### src/vna_ram.sv
// Generic single write port, single read port RAM with registered read data.
module vna_ram #(
    parameter int WIDTH = 8,
    parameter int DEPTH = 16,
    localparam int AW = (DEPTH > 1) ? $clog2(DEPTH) : 1
) (
    input  logic             i_clk,
    input  logic             i_we,
    input  logic [AW-1:0]    i_waddr,
    input  logic [WIDTH-1:0] i_wdata,
    input  logic [AW-1:0]    i_raddr,
    output logic [WIDTH-1:0] o_rdata
);

    logic [WIDTH-1:0] r_mem [DEPTH];
    logic [WIDTH-1:0] r_rdata;

    always_ff @(posedge i_clk) begin
        if (i_we) begin
            r_mem[i_waddr] <= i_wdata;
        end
        r_rdata <= r_mem[i_raddr];
    end

    assign o_rdata = r_rdata;

endmodule

### config.mk
export PLATFORM = sky130hd
export DESIGN_NAME = vna_ram
export DESIGN_NICKNAME = d
export VERILOG_FILES = /design/src/vna_ram.sv
export SDC_FILE = /design/constraint.sdc
export NUM_CORES = 1
export LEC_CHECK = 0
export BUFFER_PORTS_ARGS = -buffer_cell sky130_fd_sc_hd__buf_2
export CAP_MARGIN = 20
export CORE_ASPECT_RATIO = 0.6
export CORE_MARGIN = 2
export CORE_UTILIZATION = 25
export CTS_CLUSTER_SIZE = 10
export DETAILED_ROUTE_END_ITERATION = 8
export PLACE_DENSITY = 0.41
export SLEW_MARGIN = 20
export SYNTH_ARGS = -nofsm -noshare
export SYNTH_HDL_FRONTEND = slang
export SYNTH_SLANG_ARGS = --single-unit
### constraint.sdc
create_clock -name i_clk -period 5 [get_ports i_clk]
set_input_delay 0.5 -clock i_clk [delete_from_list [all_inputs] [get_ports i_clk]]
set_output_delay 0.5 -clock i_clk [all_outputs]
set_load 0.005 [all_outputs]
# Word level (Yosys, flattened, before mapping)
# Memory sizes are Yosys's and may differ from the RTL's. A register that Yosys moved wholly into a read port is not among the register bits.
# Cells that the tools add are included.
[totals]
regBits = 0
latch_bits = 0
ram_bits = 128
mem_bits_ro = 0
in_bits = 18
output_inout_bits = 8
wordCells = 3
mem_count = 1
[mem_list]
columns = ["memory", "words", "word_bits", "read_ports", "rd_ports_with_merged_regs", "write_ports", "line_no", "source"]
rows = [
  ["r_mem", 16, 8, 1, 1, 1, "15", "logic [WIDTH-1:0] r_mem [DEPTH];"],
]
[op_classes]
add_sub_neg = 0
n_mul = 0
div_mod_pow = 0
order_cmp = 0
n_eq_ne = 0
n_shift = 0
mux = 2
n_bitwise = 0
reduce_logical = 0
[ops]
columns = ["cell", "count"]
rows = [
  ["1-bit 2-to-1 mux", 2],
]

# Depth between registers and ports, before layout
[depth]
word_depth = 2
depth_mapped = 5
depth_no_buf = 3

# Least setup slack after synthesis
# Ideal clock, no wire load.
[synth_timing]
path_type = "in2reg"
startpoint = "input i_waddr[2]"
endpoint = "memory r_mem[0][0], enable pin"
setup_time_ps = 383
arrival_time_ps = 1610
required_time_ps = 4617
slack_ps = 3007
stages = 2
path_buffers = 0
path_cell_list = "or3b_2 nor3_1"
[synth_lines]
columns = ["item", "line_no", "source"]
rows = [
  ["from (decl)", "9", "input logic [AW-1:0] i_waddr,"],
  ["to (decl)", "15", ""],
]
# Straight into the memory's write port.

==> impl_metrics.json <==
{
  "status": "completed",
  "cp-start-kind": "input pin",
  "synthArstFlopShare_pct": 0,
  "synth_area_mm2": 0.00515,
  "drtAntennaViolNets": 0,
  "synth_area_leader_cell": "edfxtp_1",
  "yosysWarnings": 0,
  "period_share_pct": 45.2,
  "layout_min_cycle_time_ns": 2.26,
  "maxSlewViolCount": 0,
  "grt_antenna_before_repair": 0,
  "hold_class": "input pin to flop",
  "place_ws_ns": 2.30,
  "cts_resized": 0,
  "yosys.area.top_type_share_pct": 74.7,
  "ys_seq_area_share_pct": 77.8,
  "worstPathMaxFanout": 17,
  "ir_worst_vdd_v": 0.000245,
  "setup_slack_ns": 2.74,
  "via_per_inst": 4.23,
  "setup_tns_ns": 0,
  "syn2layout_area_growth_pct": 19.7,
  "cts_made_buffers": 17,
  "grt_max_degree": 33,
  "synth_area_leaders": "edfxtp_1, mux4_2, mux4_1",
  "layout-drive-gt1-share_pct": 29.1,
  "slew_headroom_pct": 31.4,
  "maxCapViolations": 0,
  "place_congestion": 0.676,
  "nets": 287,
  "cp-end-kind": "flop",
  "wl_mm": 11.6,
  "setup_viol": 0,
  "ctsHoldBuffers": 0,
  "max_freq_mhz": 442,
  "final_common_cell": "edfxtp_1",
  "num_io_pins": 26,
  "min_from": "i_wdata[4]",
  "placedCellCount": 522,
  "crit_path_start": "i_raddr[0]",
  "firstDrtPassIters": 5,
  "final_cell_mix": "edfxtp_1, buf_2, mux4_2, clkbuf_16, a22oi_1",
  "num_rows": 40,
  "io_buffers": 25,
  "clock_sinks": 136,
  "worstMarginPinSlew_ns": 1.03,
  "leakagePower_nw": 1.99,
  "grt_usage_pct": 11.4,
  "clk_latency_ns": 0.41,
  "fp.dieW_um": 189,
  "critPathRequiredTime_ns": 5.29,
  "r2r_start": "r_mem[4][0]",
  "wl_per_cell_um": 20.9,
  "ys_ff_latch": 136,
  "ys.flop_type": "edfxtp_1",
  "dr_total_vias": 2352,
  "start_util_pct": 25.6,
  "rsz0062_at_grt": "false",
  "hold_viol": 0,
  "critPathKind": "input pin to flop",
  "drt_iter0_drc": 148,
  "synth_nets": 247,
  "post-cts-setup-buffers": 0,
  "grt_pass1_wl_mm": 16.9,
  "cellPowerDensity_mw_per_mm2": 425,
  "grt_pass1_vias": 2433,
  "grt_overflow": 0,
  "syn_inst": 229,
  "dieArea_mm2": 0.0218,
  "root_buffer": "clkbuf_16",
  "post_synth_num_cell_types": 19,
  "drc": 0,
  "cp.arrival_ns": 2.55,
  "syn_area_per_cell_um2": 22.5,
  "clk_pin_slew_ns": 0.06,
  "dp_hpwl_mm": 7.24,
  "cts_tree": "yes",
  "instances_no_fill": 556,
  "die_height_um": 115,
  "core_mm2": 0.0201,
  "cts_max_level": 4,
  "clk_path_buf_depth": 2,
  "skew_ns": 0.00757,
  "synth_edf_count": 128
}
==> stage by stage <==
stage	hold slack, ns	util, %	instance area (µm²)	power [mW]
after floorplan	0.599	-	5150	1.37
after global placement	0.668	27.7	5570	1.42
after detailed placement	0.675	27.7	5570	1.43
after CTS	0.479	30.6	6150	2.66
after global routing	0.497	30.6	6160	2.72
final	0.493	30.6	6160	2.62
==> critical path, cell delays in order <==
cell and delay [ns]:
buf_2 0.45, buf_4 0.43, mux4_1 0.65, a22oi_1 0.37, nand2_1 0.11
==> path summary, 6_finish.rpt <==
| check | depth (start not counted) | end | slack [ns] |
|---|---|---|---|
| worst max-delay path | 5 | o_rdata[0] | 2.74 |
| worst min register to register | 3 | o_rdata[4] | 0.69 |
| worst min-delay path | 1 | r_mem[7][4] | 0.49 |
| worst max register to register | 3 | o_rdata[0] | 3.50 |
==> kinds of logic (layout without fill, tap and decap cells) <==
kind of cell / count (synthesis) / after routing / synth area share (%)
DFF: 136 / 136 / 77.8
and+or+nand+nor: 35 / 35 / 3.18
muxes: 32 / 32 / 15.0
AOI/OAI and AO/OA: 16 / 16 / 2.33
other: 0 / 1 / 0
buffers and inverters: 10 / 63 / 1.68
==> sequential cells by signal, indices dropped and copies added, names as in the netlist <==
name,flops
o_rdata,8
r_mem,128
==> power by group <==
group          internal [mW]  switching (mW)
combinational         0.0465          0.0710
sequential              1.27         0.00712
clock                  0.748           0.473
total                   2.07           0.551
==> cells in the mapped netlist (2+ instances only) <==
cell type	number
nand2_1	9
mux4_1	14
a22oi_1	16
nor2_1	13
buf_6	3
buf_2	3
mux4_2	18
edfxtp_1	128
dfxtp_1	8
nor3_1	4
nand2b_1	2
clkdlybuf4s25_2	3
nand3b_1	2
==> routing by layer <==
layer	GRT usage, %	vias up	share of wire (%)
met5	0	-	0
met4	3.88	0	0.77
met3	2.96	10	4.8
met2	16.3	42	44
met1	16.8	1245	50
li1	-	1055	-
==> final cells by class <==
type / count / area [µm²]
fill: 1993 / 14000
sequential: 136 / 4000
multi-input combinational: 83 / 1060
clock buffer: 18 / 439
tap: 273 / 342
timing repair buffer: 31 / 170
clock inverter: 14 / 149
antenna: 1 / 2.50
Power figures use the tool's default switching activity.
