[src/vna_pkg.sv]
// Shared types and constants for the vertex normal accumulator.
package vna_pkg;

    localparam int POS_W  = 32;   // Q16.16 coordinate
    localparam int MAG_W  = 66;   // magnitude of an exact cross product component
    localparam int M_W    = 30;   // scaled magnitude fed to the length computation
    localparam int Q_W    = 15;   // quotient bits of one normalized component
    localparam int NORM_W = 16;   // Q1.14 output component
    localparam int IDX_W  = 12;

    localparam int NORM_ONE = 16384;

    typedef logic [1:0] t_op;
    localparam t_op OP_LOAD = 2'd0;
    localparam t_op OP_FACE = 2'd1;
    localparam t_op OP_READ = 2'd2;

    typedef logic [MAG_W-1:0]         t_mag;
    typedef logic signed [NORM_W-1:0] t_norm;
    typedef t_norm [2:0]              t_nvec;

    // Sign and magnitude of a three component vector.
    typedef struct packed {
        logic [2:0]       neg;
        logic [2:0][MAG_W-1:0] mag;
    } t_vec;

endpackage

[src/vna_cross.sv]
// Face edge cross product, one 33x33 multiplication per cycle.
module vna_cross (
    input  logic                        i_clk,
    input  logic                        i_rst_n,
    input  logic                        i_start,
    input  logic [3*vna_pkg::POS_W-1:0] i_p0,
    input  logic [3*vna_pkg::POS_W-1:0] i_p1,
    input  logic [3*vna_pkg::POS_W-1:0] i_p2,
    output logic                        o_done,
    output vna_pkg::t_vec               o_vec
);

    localparam int PW = vna_pkg::POS_W;

    typedef logic signed [PW:0]     t_edge;
    typedef logic signed [2*PW+1:0] t_prod;
    typedef logic signed [2*PW+2:0] t_wide;

    t_edge      r_e1 [3];
    t_edge      r_e2 [3];
    t_prod      r_prod;
    t_wide      r_acc;
    t_wide      r_w  [3];
    logic [2:0] r_cnt;
    logic       r_busy;
    logic       r_done;

    t_edge      w_a;
    t_edge      w_b;
    t_prod      w_prod;
    logic [2:0] w_prev;

    // Operand order: component k takes two products, the second subtracted.
    always_comb begin
        case (r_cnt)
            3'd0:    begin w_a = r_e1[1]; w_b = r_e2[2]; end
            3'd1:    begin w_a = r_e1[2]; w_b = r_e2[1]; end
            3'd2:    begin w_a = r_e1[2]; w_b = r_e2[0]; end
            3'd3:    begin w_a = r_e1[0]; w_b = r_e2[2]; end
            3'd4:    begin w_a = r_e1[0]; w_b = r_e2[1]; end
            3'd5:    begin w_a = r_e1[1]; w_b = r_e2[0]; end
            default: begin w_a = '0;      w_b = '0;      end
        endcase
    end

    assign w_prod = w_a * w_b;
    assign w_prev = r_cnt - 3'd1;

    always_ff @(posedge i_clk) begin
        if (!i_rst_n) begin
            r_busy <= 1'b0;
            r_done <= 1'b0;
            r_cnt  <= '0;
        end else begin
            r_done <= r_busy && (r_cnt == 3'd6);
            if (!r_busy) begin
                if (i_start) begin
                    for (int i = 0; i < 3; i++) begin
                        r_e1[i] <= t_edge'(signed'(i_p1[i*PW +: PW]))
                                 - t_edge'(signed'(i_p0[i*PW +: PW]));
                        r_e2[i] <= t_edge'(signed'(i_p2[i*PW +: PW]))
                                 - t_edge'(signed'(i_p0[i*PW +: PW]));
                    end
                    r_cnt  <= '0;
                    r_busy <= 1'b1;
                end
            end else begin
                if (r_cnt != 3'd6) begin
                    r_prod <= w_prod;
                end
                if (r_cnt != 3'd0) begin
                    if (!w_prev[0]) begin
                        r_acc <= t_wide'(r_prod);
                    end else begin
                        r_w[w_prev[2:1]] <= r_acc - t_wide'(r_prod);
                    end
                end
                if (r_cnt == 3'd6) begin
                    r_busy <= 1'b0;
                end else begin
                    r_cnt <= r_cnt + 3'd1;
                end
            end
        end
    end

    always_comb begin
        t_wide abs_v;
        for (int i = 0; i < 3; i++) begin
            o_vec.neg[i] = r_w[i] < 0;
            abs_v        = o_vec.neg[i] ? -r_w[i] : r_w[i];
            o_vec.mag[i] = vna_pkg::t_mag'(abs_v);
        end
    end

    assign o_done = r_done;

endmodule

[config.mk]
export PLATFORM = sky130hd
export DESIGN_NAME = vna_cross
export DESIGN_NICKNAME = d
export VERILOG_FILES = /design/src/vna_pkg.sv /design/src/vna_cross.sv
export SDC_FILE = /design/constraint.sdc
export NUM_CORES = 2
export LEC_CHECK = 0
export BUFFER_PORTS_ARGS = -buffer_cell sky130_fd_sc_hd__buf_2
export CELL_PAD_IN_SITES_DETAIL_PLACEMENT = 0
export CELL_PAD_IN_SITES_GLOBAL_PLACEMENT = 1
export CORE_UTILIZATION = 39
export CTS_CLUSTER_DIAMETER = 80
export DETAILED_ROUTE_END_ITERATION = 8
export PLACE_DENSITY_LB_ADDON = 0.2
export SKIP_CTS_REPAIR_TIMING = 1
export SYNTH_ARGS = -nofsm -noshare
export SYNTH_HDL_FRONTEND = slang
export SYNTH_SLANG_ARGS = --single-unit
[constraint.sdc]
create_clock -name i_clk -period 16.1 [get_ports i_clk]
set_clock_uncertainty 0.1 [all_clocks]
set_input_delay 2.415 -clock i_clk [delete_from_list [all_inputs] [get_ports i_clk]]
set_output_delay 2.415 -clock i_clk [all_outputs]
set_load 0.03 [all_outputs]
-- After elaboration in Yosys (flattened, before gate mapping)
Memories as Yosys holds them, arrays and structs flattened.
Cells that the tools add are included.
- memories kept: 3
- bits in writable memories: 399
- input port bits: 291
- output and inout bits: 202
- register bits: 137
- memories (memory ; words ; bits a word ; rd ports ; clocked after memory_dff ; wr ports ; line ; source):
    r_w ; 3 ; 67 ; 3 ; 0 ; 1 ; vna_cross.sv:23 ; t_wide r_w [3];
    r_e1 ; 3 ; 33 ; 3 ; 0 ; 3 ; vna_cross.sv:19 ; t_edge r_e1 [3];
    r_e2 ; 3 ; 33 ; 3 ; 0 ; 3 ; vna_cross.sv:20 ; t_edge r_e2 [3];
- eq/ne operators: 8
- reductions and logical operators: 13
- $lt $le $gt $ge: 3
- multiplexer cells: 19
- bitwise operators: 1
- $mul: 1
- add/subtract/negate cells: 12
- operator list (kind ; number):
    less-than comparator 67 x 1 -> 1 bit, second input constant ; 3
    two-way mux 66 bit ; 3
    negation 66 bit ; 3
    one-hot mux 33 bit (3 select lines) ; 2
    subtractor 32 x 32 -> 33 bit ; 6
    subtractor 66 x 66 -> 67 bit ; 1
    multiplier 33 x 33 -> 66 bit ; 1
    OR reduction 2 bit ; 6
    two-way mux 1 bit ; 11
    equality test 3 bit, second input constant ; 3
    two-way mux 3 bit ; 3
    equality test 3 x 2 -> 1 bit, second input constant ; 2
    AND reduction 4 bit ; 1
    adder 3 x 1 -> 3 bit, second input constant ; 1
    equality test 3 x 1 -> 1 bit, second input constant ; 1
    zero test 3 bit ; 1
    != test 3 bit, second input constant ; 1
    AND reduction 3 bit ; 1
    nonzero test 3 bit ; 1
    subtractor 3 x 1 -> 3 bit, second input constant ; 1
    != test 2 bit, second input constant ; 1
    AND reduction 2 bit ; 1
    nonzero test 2 bit ; 1
    logical AND 1 bit ; 1
    NOT 1 bit ; 1

-- Depth between registers and ports, before layout
- word-level depth: 6
- gate-level depth with buffers: 38
- depth with buffers taken out: 33

-- Worst setup path after synthesis
Ideal clock, no wire load.
- kind: input port to flip-flop
- start: input i_rst_n
- end: memory r_w[0][0] in the netlist's numbering, enable pin
- slack: 2.187 ns
- data arrival time: 12.963 ns
- data required time: 15.150 ns
- stages: 2
- buffers on the path: 0
- setup time: 0.850 ns
- cells stage by stage: nand2_1 -> a2111oi_0
- cells in the longest elaborated chain, start to end: 2
- ends and longest elaborated chain (what ; line ; source):
    start, declared ; vna_cross.sv:4 ; input logic i_rst_n,
    two-way mux 1 bit ; vna_cross.sv:50 ; if (!i_rst_n) begin
    two-way mux 1 bit (implied by the code) ; vna_cross.sv:75 ; r_w[w_prev[2:1]] <= r_acc - t_wide'(r_prod);
    end, declared ; vna_cross.sv:23 ;
Every way passes these cells.

-- Final worst setup path
- start: register r_cnt[2]
- end: register r_prod[60] (data pin)
- cells in the longest elaborated chain, start to end: 4
- elaborated cells on any way between the ends: 15
- those cells by class: mul (1); eq/ne (5); mux (2); reduce/logical (7)
- ends and longest elaborated chain (what ; line ; source):
    start, declared ; vna_cross.sv:24 ; logic [2:0] r_cnt;
    start signal, assigned ; vna_cross.sv:81 ; r_cnt <= r_cnt + 3'd1;
    equality test 3 bit, or another cell as far along ; vna_cross.sv:35 ; case (r_cnt)
    OR reduction 2 bit (no line) ; - ;
    one-hot mux 33 bit (3 select lines) ; vna_cross.sv:35 ;
    multiplier 33 x 33 -> 66 bit * ; vna_cross.sv:46 ; assign w_prod = w_a * w_b;
    named net w_prod[60] ; vna_cross.sv:30 ; t_prod w_prod;
    end signal, assigned ; vna_cross.sv:69 ; r_prod <= w_prod;
    end, declared ; vna_cross.sv:21 ; t_prod r_prod;
The timed path passes the listed nets; every way through them passes the cells marked *.
A chain may end at the register's enable or synchronous reset.

==> results.cfg <==
[cts]
cts_max_level = 2
clock_path_buffers = 3
numCtsBuffers = 61
clk_pin_slew_ns = 0.06
tritoncts = done
clk_root_buffer_cell = clkbuf_16
clk_latency_ns = 0.72
cts_num_sinks = 536

[critical_path]
slowest_delay_ns = 0.89
worst_ep_required_time_ns = 16.44
critPathTopFamily = adder cells
crit_top_cell = fa_1
crit_fanout = 33
endpoint_kind = register
crit_buf_inv = 8
r2r_setup_slack_ns = 4.86
path_class = register to register
critPathLaunchType = register
cp_slowest_cell = a22oi_1
cp.arrival_ns = 11.58

[layout]
fin_area_um2 = 80000
syn2layout_area_growth_pct = 10.3
drive_gt1_share_pct = 9.80
layout.cells.non_filler = 10478
nFillCells = 17957
final_nets = 9891

[global_route]
grt_use_total_pct = 25.1
grt_start_max_net_pins = 177
grt_pass1_vias = 57118
grt_pass1_wl_mm = 352
antenna_found_initial = 9
grt-ovfl-total = 0

[timing]
min_period_ns = 11.24
slew_viol_final = 0
report.final.setup_viol = 0
period_share_pct = 69.8
maxSlewHeadroom_pct = 23.9
rsz0062_at_grt = false
hold_violations = 0
worst_slew_pin_slew_ns = 1.14
fmax_ghz = 0.0889
tns_ns = 0

[route]
first_iter_violations = 4064
drc = 0
ant_nets = 0
drt-pass1-iter-count = 5
wl_mm = 234
wl_per_cell_um = 22.3
vias = 54592
via_per_inst = 5.21

[floorplanning]
fp.dieH_um = 433
floorplan.die_area_um2 = 188000
die_x_um = 433
top_level_ports = 493
start_util_pct = 39.4
rows = 157
core_area_um2 = 184000

[logic_synthesis]
ys_ff_latch = 536
syn_inst = 7581
syn_area_um2 = 72500
synth-async-reset-ratio_pct = 0
ys_seq_area_share_pct = 22.1
synth_edf_count = 531
mappedNetlistNets = 9508
synth_warnings = 0
yosys.cell_types.count = 83
syn_avg_cell_area_um2 = 9.56
synth_ff_type = edfxtp_1

[job]
cap_violations = 0

[placed_design]
dp_cells = 10365
io_buffers = 492
dpl_cell_area_um2 = 77900
hpwl_mm = 193
routabilityCongestion = 0.952

[outcome]
status = complete, no violations

[hold_path]
min_path_type = register to register
-- registers in the layout (all words and copies together), names as in the netlist --
| signal | flops |
|---|---|
| r_w | 201 |
| r_acc | 66 |
| r_e1 | 99 |
| o_done | 1 |
| r_prod | 66 |
| r_e2 | 99 |
| r_cnt | 3 |
| r_busy | 1 |
-- layout make-up --
cell class / instances / area [um2] / area share [%]
Timing Repair Buffer: 606 / 3330 / 4.17
Clock buffer: 67 / 1550 / 1.94
Tap cell: 2464 / 3080 / 3.86
Clock inverter: 44 / 536 / 0.670
Multi-Input combinational cell: 5361 / 50200 / 62.7
Inverter: 1398 / 5250 / 6.56
Antenna cell: 2 / 5.00 / 0.00626
Sequential cell: 536 / 16000 / 20.1
-- through the flow --
step / setup slack [ns] / hold slack (ns) / utilization, %
floorplan: 2.19 / 0.326 / -
detailed placement: 4.92 / 0.336 / 42.3
global placement: 4.85 / 0.333 / 42.3
finish: 4.86 / 0.347 / 43.5
CTS: 4.86 / 0.347 / 43.5
global route: 4.41 / 0.357 / 43.5
-- logic make-up after synthesis --
logic type | count (synthesis) | share of synthesized area, %
AOI/OAI and AO/OA | 1107 | 10.1
xor gates and xnor gates | 479 | 5.79
DFF | 536 | 22.1
buffers and inverters | 1684 | 8.76
adders and majority gates | 1636 | 40.2
and+or+nand+nor | 2132 | 13.0
muxes | 7 | 0.100
-- synth_stat cells, drive strengths merged, types with 55 or more instances --
master	instances	share of area, %
nor2	764	4.0
a22oi	55	0.57
inv	1398	7.2
nor3	77	0.54
nand3	77	0.54
clkbuf	271	1.4
xor2	80	0.97
and2	66	0.57
xnor2	399	4.8
a21o	143	1.5
o21ai	225	1.6
fa	1152	32
ha	484	8.4
nor2b	56	0.48
nand2	792	4.1
nand2b	64	0.55
edfxtp	531	22
a21oi	275	1.9
o31ai	75	0.80
-- routing by layer --
metal	share of wire (%)	track usage, %	up-vias
met4	3.3	7.43	10
met5	0.028	0	-
met3	6.3	3.50	290
met1	45	34.5	27418
li1	-	-	25065
met2	45	41.0	1809
-- worst paths after layout --
path,startpoint,endpoint,depth (start not counted)
max,r_cnt[2],r_prod[60],31
min,r_prod[36],r_acc[36],0
max reg2reg,r_cnt[2],r_prod[60],31
min reg2reg,r_prod[36],r_acc[36],0
-- cells in the final DEF (no fill, tap or decap), types with 29 or more instances in the layout --
cell type,n
inv_1,1398
fa_1,1152
nand2_1,789
nor2_1,763
edfxtp_1,531
buf_2,492
ha_1,484
xnor2_1,399
a21oi_1,273
o21ai_0,221
a21o_1,143
buf_4,113
xor2_1,80
nand3_1,76
nor3_1,76
o31ai_1,72
nand2b_1,64
and2_1,64
clkbuf_16,61
nor2b_1,56
a22oi_1,55
o21a_1,54
or3_1,45
or2_2,39
and3_1,37
o21bai_1,37
or4_1,37
a31oi_1,36
o41ai_1,31
nand4_1,29
Power is left out: the tool's default activity adds up to more than one toggle a clock period on the data nets, which glitch-free logic cannot reach.
