### src/vna_pkg.sv
// Shared types and constants for the vertex normal accumulator.
package vna_pkg;

    localparam int POS_W  = 32;   // Q16.16 coordinate
    localparam int MAG_W  = 66;   // magnitude of an exact cross product component
    localparam int M_W    = 30;   // scaled magnitude fed to the length computation
    localparam int Q_W    = 15;   // quotient bits of one normalized component
    localparam int NORM_W = 16;   // Q1.14 output component
    localparam int IDX_W  = 12;

    localparam int NORM_ONE = 16384;

    typedef logic [1:0] t_op;
    localparam t_op OP_LOAD = 2'd0;
    localparam t_op OP_FACE = 2'd1;
    localparam t_op OP_READ = 2'd2;

    typedef logic [MAG_W-1:0]         t_mag;
    typedef logic signed [NORM_W-1:0] t_norm;
    typedef t_norm [2:0]              t_nvec;

    // Sign and magnitude of a three component vector.
    typedef struct packed {
        logic [2:0]       neg;
        logic [2:0][MAG_W-1:0] mag;
    } t_vec;

endpackage

### src/vna_norm.sv
// Vector normalizer: scale search, sum of squares, square root, rounded division.
module vna_norm (
    input  logic           i_clk,
    input  logic           i_rst_n,
    input  logic           i_start,
    input  vna_pkg::t_vec  i_vec,
    output logic           o_done,
    output vna_pkg::t_nvec o_norm
);

    localparam int MW  = vna_pkg::MAG_W;
    localparam int SW  = vna_pkg::M_W;
    localparam int QW  = vna_pkg::Q_W;
    localparam int RW  = 2*SW + 3;        // root and bit registers
    localparam int LW  = SW + 1;          // vector length
    localparam int NW  = SW + QW;         // dividend

    typedef enum logic [2:0] {
        S_IDLE,
        S_SHIFT,
        S_SQ,
        S_ROOT,
        S_PREP,
        S_DIV
    } t_state;

    t_state               r_state;
    logic [2:0]           r_neg;
    logic [2:0][MW-1:0]   r_v;
    logic [3:0]           r_cnt;
    logic [2*SW-1:0]      r_sq;
    logic [2*SW+1:0]      r_s;
    logic [2*SW+1:0]      r_rem;
    logic [RW-1:0]        r_root;
    logic [RW-1:0]        r_bit;
    logic [NW-1:0]        r_num [3];
    logic [NW-1:0]        r_d;
    logic [QW-1:0]        r_q   [3];
    logic                 r_done;

    logic [MW-1:0]        w_or;
    logic [6:0]           w_amt;
    logic [SW-1:0]        w_m [3];
    logic [SW-1:0]        w_msel;
    logic [2*SW+1:0]      w_s_next;
    logic [RW-1:0]        w_rb;
    logic [LW-1:0]        w_len;

    assign w_or  = r_v[0] | r_v[1] | r_v[2];
    assign w_amt = 7'd64 >> r_cnt[2:0];

    always_comb begin
        for (int i = 0; i < 3; i++) begin
            w_m[i] = r_v[i][MW-1 -: SW];
        end
        case (r_cnt[1:0])
            2'd0:    w_msel = w_m[0];
            2'd1:    w_msel = w_m[1];
            default: w_msel = w_m[2];
        endcase
    end

    assign w_s_next = r_s + (2*SW+2)'(r_sq);
    assign w_rb     = r_root + r_bit;
    assign w_len    = r_root[LW-1:0];

    always_ff @(posedge i_clk) begin
        if (!i_rst_n) begin
            r_state <= S_IDLE;
            r_done  <= 1'b0;
            r_cnt   <= '0;
        end else begin
            r_done <= (r_state == S_DIV) && (r_cnt == 4'(QW - 1));
            case (r_state)
                S_IDLE: begin
                    if (i_start) begin
                        r_neg   <= i_vec.neg;
                        r_v     <= i_vec.mag;
                        r_cnt   <= '0;
                        r_state <= S_SHIFT;
                    end
                end
                // Left-justify all three magnitudes by the same amount.
                S_SHIFT: begin
                    if ((w_or >> (MW - int'(w_amt))) == '0) begin
                        for (int i = 0; i < 3; i++) begin
                            r_v[i] <= r_v[i] << w_amt;
                        end
                    end
                    if (r_cnt == 4'd6) begin
                        r_cnt   <= '0;
                        r_s     <= '0;
                        r_state <= S_SQ;
                    end else begin
                        r_cnt <= r_cnt + 4'd1;
                    end
                end
                S_SQ: begin
                    if (r_cnt != 4'd3) begin
                        r_sq <= w_msel * w_msel;
                    end
                    if (r_cnt != 4'd0) begin
                        r_s <= w_s_next;
                    end
                    if (r_cnt == 4'd3) begin
                        r_rem   <= w_s_next;
                        r_root  <= '0;
                        r_bit   <= RW'(1) << (RW - 1);
                        r_state <= S_ROOT;
                    end else begin
                        r_cnt <= r_cnt + 4'd1;
                    end
                end
                // One result bit per cycle.
                S_ROOT: begin
                    if (RW'(r_rem) >= w_rb) begin
                        r_rem  <= (2*SW+2)'(RW'(r_rem) - w_rb);
                        r_root <= (r_root >> 1) + r_bit;
                    end else begin
                        r_root <= r_root >> 1;
                    end
                    r_bit <= r_bit >> 2;
                    if (r_bit[0]) begin
                        r_state <= S_PREP;
                    end
                end
                S_PREP: begin
                    for (int i = 0; i < 3; i++) begin
                        r_num[i] <= NW'({w_m[i], {(QW-1){1'b0}}}) + NW'(w_len >> 1);
                    end
                    r_d     <= NW'({w_len, {(QW-1){1'b0}}});
                    r_cnt   <= '0;
                    r_state <= S_DIV;
                end
                // Three restoring dividers side by side, one quotient bit a cycle.
                S_DIV: begin
                    for (int i = 0; i < 3; i++) begin
                        if (r_num[i] >= r_d) begin
                            r_num[i] <= r_num[i] - r_d;
                            r_q[i]   <= {r_q[i][QW-2:0], 1'b1};
                        end else begin
                            r_q[i]   <= {r_q[i][QW-2:0], 1'b0};
                        end
                    end
                    r_d <= r_d >> 1;
                    if (r_cnt == 4'(QW - 1)) begin
                        r_state <= S_IDLE;
                    end else begin
                        r_cnt <= r_cnt + 4'd1;
                    end
                end
                default: r_state <= S_IDLE;
            endcase
        end
    end

    always_comb begin
        vna_pkg::t_norm q;
        for (int i = 0; i < 3; i++) begin
            q         = vna_pkg::t_norm'({1'b0, r_q[i]});
            o_norm[i] = r_neg[i] ? -q : q;
        end
    end

    assign o_done = r_done;

endmodule

### config.mk
export PLATFORM = sky130hd
export DESIGN_NAME = vna_norm
export DESIGN_NICKNAME = d
export VERILOG_FILES = /design/src/vna_pkg.sv /design/src/vna_norm.sv
export SDC_FILE = /design/constraint.sdc
export NUM_CORES = 2
export LEC_CHECK = 0
export CAP_MARGIN = 20
export CORE_UTILIZATION = 50
export DETAILED_ROUTE_END_ITERATION = 16
export DONT_BUFFER_PORTS = 1
export GPL_ROUTABILITY_DRIVEN = 0
export PLACE_DENSITY = 0.62
export SETUP_SLACK_MARGIN = 0.4
export SYNTH_ARGS = -nofsm -noshare
export SYNTH_HDL_FRONTEND = slang
export SYNTH_SLANG_ARGS = --single-unit
### constraint.sdc
create_clock -name i_clk -period 27.4 [get_ports i_clk]
set_input_delay 1.37 -clock i_clk [delete_from_list [all_inputs] [get_ports i_clk]]
set_output_delay 1.37 -clock i_clk [all_outputs]
set_load 0.02 [all_outputs]
## Word-level counts from Yosys, hierarchy flattened

Memories as Yosys holds them, arrays and structs flattened.
Cells that the tools add are included.

- Flip-flop bits (word level): 564
- Latch bits: 0
- Memory bits (writable): 180
- Bits in read-only memories: 0
- Input bits: 204
- Output and inout bits: 49
- Memories kept: 2

Memories:

| memory | words | width | rd ports | clocked after Yosys merged registers in | wr ports | line | source |
|---|---|---|---|---|---|---|---|
| r_num | 3 | 45 | 3 | 0 | 3 | vna_norm.sv:36 | `logic [NW-1:0] r_num [3];` |
| r_q | 3 | 15 | 3 | 0 | 3 | vna_norm.sv:38 | `logic [QW-1:0] r_q [3];` |

- Add/sub/neg operators: 15
- Multiply operators: 1
- Divide/modulo/power cells: 0
- Order comparisons: 4
- Equal/unequal tests: 20
- Shift-type cells: 5
- Muxes and demuxes: 63
- Bitwise operators: 8
- Reduce and logical (&&, ||, !) cells: 19

Operators with widths:

| cell | count |
|---|---|
| two-way mux 198 bit | 2 |
| case mux 198 bit (2 select lines) | 1 |
| case mux 63 bit (2 select lines) | 2 |
| two-way mux 62 bit | 4 |
| case mux 62 bit (2 select lines) | 2 |
| << shifter 66 x 7 -> 66 bit | 3 |
| two-way mux 63 bit | 3 |
| adder 44 x 30 -> 45 bit | 3 |
| >= comparator 45 bit | 3 |
| two-way mux 45 bit | 3 |
| subtractor 45 bit | 3 |
| bitwise OR 66 bit | 2 |
| case mux 45 bit (2 select lines) | 1 |
| zero test 66 bit | 1 |
| right shift 66 x 32 -> 66 bit | 1 |
| adder 62 x 63 -> 63 bit | 1 |
| adder 63 bit | 1 |
| >= comparator 62 x 63 -> 1 bit | 1 |
| adder 62 x 60 -> 62 bit | 1 |
| subtractor 62 bit | 1 |
| multiplier 30 x 30 -> 60 bit | 1 |
| case mux 30 bit (2 select lines) | 1 |
| two-way mux 16 bit | 3 |
| negator 15 -> 16 bit | 3 |
| 30 further kinds | 88 |

## Longest topological paths before layout

- Depth in word-level cells: 6
- Depth in mapped cells: 41

## Worst setup path after synthesis

Ideal clock, no wire load.

- Path type: register to register
- Start point: register r_cnt[0]
- End point: register r_v[130] (netlist bit) (enable)
- Library setup time: 0.333 ns
- Data arrival time: 10.486 ns
- Data required time: 27.067 ns
- Setup slack: 16.581 ns
- Cell stages (with the launch flop): 24
- Buffers on the path: 6
- Cell sequence: dfxtp_1 inv_1 ha_1 nand2_2 inv_2 buf_2 buf_2 buf_2 clkbuf_1 clkbuf_1 ha_1 buf_2 and3b_1 a21oi_2 o32ai_1 or3_1 o21a_1 nor4b_1 o221ai_1 o32a_1 or4_1 a21oi_2 a2bb2oi_2 a21boi_2

- Word-level cells in the longest chain between the ends: 6

RTL lines:

| what | line | source |
|---|---|---|
| start: declaration | vna_norm.sv:30 | `logic [3:0] r_cnt;` |
| start signal: assignment | vna_norm.sv:95 | `r_cnt <= r_cnt + 4'd1;` |
| start signal: assignment | vna_norm.sv:111 | `r_cnt <= r_cnt + 4'd1;` |
| start signal: assignment | vna_norm.sv:149 | `r_cnt <= r_cnt + 4'd1;` |
| right shift 7 x 3 -> 7 bit | vna_norm.sv:50 | `assign w_amt = 7'd64 >> r_cnt[2:0];` |
| subtractor 7 x 7 -> 8 bit | vna_norm.sv:85 | `if ((w_or >> (MW - int'(w_amt))) == '0) begin` |
| right shift 66 x 32 -> 66 bit | vna_norm.sv:85 |  |
| zero test 66 bit | vna_norm.sv:85 |  |
| inequality test 2 bit (no source line) | -- |  |
| AND reduction 4 bit (no source line) | -- |  |
| end signal: assignment | vna_norm.sv:78 | `r_v <= i_vec.mag;` |
| end signal: indexed assignment | vna_norm.sv:87 | `r_v[i] <= r_v[i] << w_amt;` |
| end: declaration | vna_norm.sv:29 | `logic [2:0][MW-1:0] r_v;` |

No other way between the ends.
A chain may end at the register's enable or synchronous reset.

## Worst setup path in the final report

- Start point: register r_cnt[0]
- End point: register r_sq[56] (data pin)

- Word-level cells in the longest chain between the ends: 3
- Elaborated cells between the ends (all ways): 4
- Those cells by class: mul (1); eq/ne (1); mux (1); reduce/logical (1)

RTL lines:

| what | line | source |
|---|---|---|
| equality test 2 x 1 -> 1 bit / zero test 2 bit (equally long branches) | vna_norm.sv:56 | `case (r_cnt[1:0])` |
| case mux 30 bit (2 select lines) * | vna_norm.sv:56 |  |
| multiplier 30 x 30 -> 60 bit * | vna_norm.sv:100 | `r_sq <= w_msel * w_msel;` |
| end signal: assignment | vna_norm.sv:100 |  |
| end: declaration | vna_norm.sv:31 | `logic [2*SW-1:0] r_sq;` |

Mark *: on every way between the ends. The rest lies on a longest branch, timed or not.

==> flow_summary.toml <==
[worst_setup_path]
path_max_fanout = 58
worst_path_max_delay_cell = "clkinv_1"
rr_worst_depth = 33
r2r_start = "r_cnt[0]$_SDFFE_PN0P_"
r2r_setup_slack_ps = 16730
timing.rr.end = "r_sq[56]$_DFFE_PP_"
worstSetupEndpointType = "register"
cp-start-kind = "register"
cpPeakStageDelay_ps = 890
cp.arrival_ps = 11170
critPathMostFrequentCell = "fa_1"
critPathRequiredTime_ps = 27900
path_class = "reg -> reg"

[detailed_routing]
drc = 0
highest_layer = "met5"
num_vias = 74600
wirelength_um = 305000
wl_met1_um = 124000
via_per_inst = 6.32
ant_nets = 0
wl_met3_um = 32800
wl_met2_um = 130000
firstDrtPassIters = 10
drt_iter0_markers = 8447
wl_per_cell_um = 25.9

[logic_synthesis]
synth_top_family_by_area = "adder cells"
synth_top_area_share = 0.243
synth_xor_area_frac = 0.0513
syn_area_per_cell_um2 = 9.02
synthSimpleGateAreaFrac = 0.130
synthCells = 9652
syn-cell-area_um2 = 87000
synth_async_sr_flop_share = 0
synth-compound-area-share = 0.170
synth_area_leaders = "edfxtp_1 24%, fa_1 16%, ha_1 9.1%"
yosys_warnings = 0
synth-edff-count = 703
synth.mux.area_fraction = 0.0825
ys_seq_area_frac = 0.245
synth_fa_ha_area_frac = 0.253
yosysTopAreaCell = "edfxtp_1"
ys.flop_type = "edfxtp_1"
synth.most_common_cell = "inv_1"
yosysUniqueCellTypes = 101
synth_nets = 11200
ys_top_cells_by_count = "1072 x inv_1, 1008 x nand2_1, 703 x edfxtp_1"
synth-seq-cells = 712

[floorplanning]
core_area_um2 = 172000
ios = 253
rows = 152
fp.dieW_um = 419
floorplan.die_area_um2 = 176000
start_util = 0.505
die_h_um = 419

[global_route]
grt_remaining_overflow = 0
grt_pass1_wl_um = 454000
grt_util_all_layers = 0.342
grt_pass1_vias = 73000
antenna_found_initial = 34
grt_max_degree = 90

[timing]
fin_tns_setup_ps = 0
hold_slack_ps = 501
max_freq_mhz = 93.7
worst_slew_pin_slew_ps = 1240
setup_viol = 0
slew_headroom = 0.162
rsz0062_at_grt = "false"
drv_slew = 0
min_period_ps = 10670
hold_violations = 0
clock_skew_ps = 52.6
period_share = 0.389

[cts]
htree_levels = 3
cts_buffer_depth = 3
clk_latency_ps = 780
hold_buffers = 0
cts_setup_buffers = 0
cts-resized-gates = 0
path_clk_slew_ps = 60
cts_tree = "yes"
cts_sinks = 712
cts_made_buffers = 92
cts_root_buffer = "clkbuf_16"

[finish]
syn2layout_area_growth_pct = 6.46
multiInputGateArea_um2 = 60000
ff_latch_area_um2 = 21300
drive_above_1_share = 0.0444
nNetsFinal = 10900
nFillCells = 16000

[placement]
dp_hpwl_um = 233000
portBuffers = 0

[flow_run]
max_cap_viol_count = 0

[hold_path]
holdPathStages = 0
hold_end = "r_q[0][2]$_DFFE_PP_"
hold_path.class = "reg -> reg"
hp-start = "r_q[0][1]$_DFFE_PP_"

[run_status]
status = "finished clean"
[worst max-delay path by stage]
stage	cells after the start	endpoint	start	slack, ps
after detailed placement	33	r_sq[56]$_DFFE_PP_	r_cnt[0]$_SDFFE_PN0P_	16870
final	33	r_sq[56]$_DFFE_PP_	r_cnt[0]$_SDFFE_PN0P_	16730
after global placement	33	r_sq[56]$_DFFE_PP_	r_cnt[1]$_SDFFE_PN0P_	16980
after CTS	33	r_sq[56]$_DFFE_PP_	r_cnt[0]$_SDFFE_PN0P_	16850
after floorplan	23	r_v[130]$_DFFE_PP_	r_cnt[0]$_SDFFE_PN0P_	16580
after global routing	35	r_sq[56]$_DFFE_PP_	r_cnt[0]$_SDFFE_PN0P_	16120
[stage by stage]
| step | std cells | util | cell area, µm² | setup slack, ps |
|---|---|---|---|---|
| floorplan | 9652 | - | 87000 | 16580 |
| global placement | 11600 | 0.518 | 89200 | 16980 |
| detailed placement | 11600 | 0.518 | 89200 | 16870 |
| CTS | 11800 | 0.537 | 92600 | 16850 |
| global route | 11800 | 0.538 | 92600 | 16120 |
| finish | 11800 | 0.538 | 92700 | 16730 |
[cell families after synthesis]
kind of cell / Yosys count
AND/OR/NAND/NOR: 2515
AO/OA/AOI/OAI: 2303
buffers and inverters: 1564
adder cells (fa/ha/maj): 1337
flip-flops: 712
multiplexers: 711
XOR/XNOR: 510
[worst max-delay path: cells and delay by family (launching register included)]
family / cells / cell delay [ps]
adders and majority gates: 10 / 4470
and+or+nand+nor: 5 / 1280
AOI/OAI and AO/OA: 7 / 1700
buffers and inverters: 10 / 2370
DFF: 1 / 450
xor gates and xnor gates: 1 / 140
[cell usage in the layout, fill, tap and decap left out, types with 248 or more instances in the layout]
cell	n
ha_1	631
xnor2_1	285
a21oi_1	575
mux2i_1	683
o21ai_0	572
a21o_1	248
fa_1	702
nor2_1	678
nand2_1	1002
inv_1	1069
edfxtp_1	703
[layout make-up]
cell class              count  share of cell area
inverters                1081              0.0439
multi-input cells        7376               0.648
clock buffers             108              0.0257
well taps                2310              0.0312
flip-flops and latches    712               0.230
diodes                     24            0.000648
clock inverters            61              0.0101
repair buffers            132              0.0110
[layer usage]
layer | vias up | global-route usage
li1 | 33300 | -
met5 | - | 0.000278
met1 | 36400 | 0.455
met3 | 938 | 0.0929
met4 | 26 | 0.185
met2 | 3973 | 0.506
[sequential cells by signal (all words and copies together) (netlist names)]
register,flops
r_q,45
o_done,1
r_v,198
r_bit,32
r_root,63
r_num,135
r_state,3
r_cnt,4
r_d,45
r_s,62
r_rem,62
r_sq,59
r_neg,3
Power is left out: the tool's default activity adds up to more than one toggle a clock period on the data nets, which glitch-free logic cannot reach.
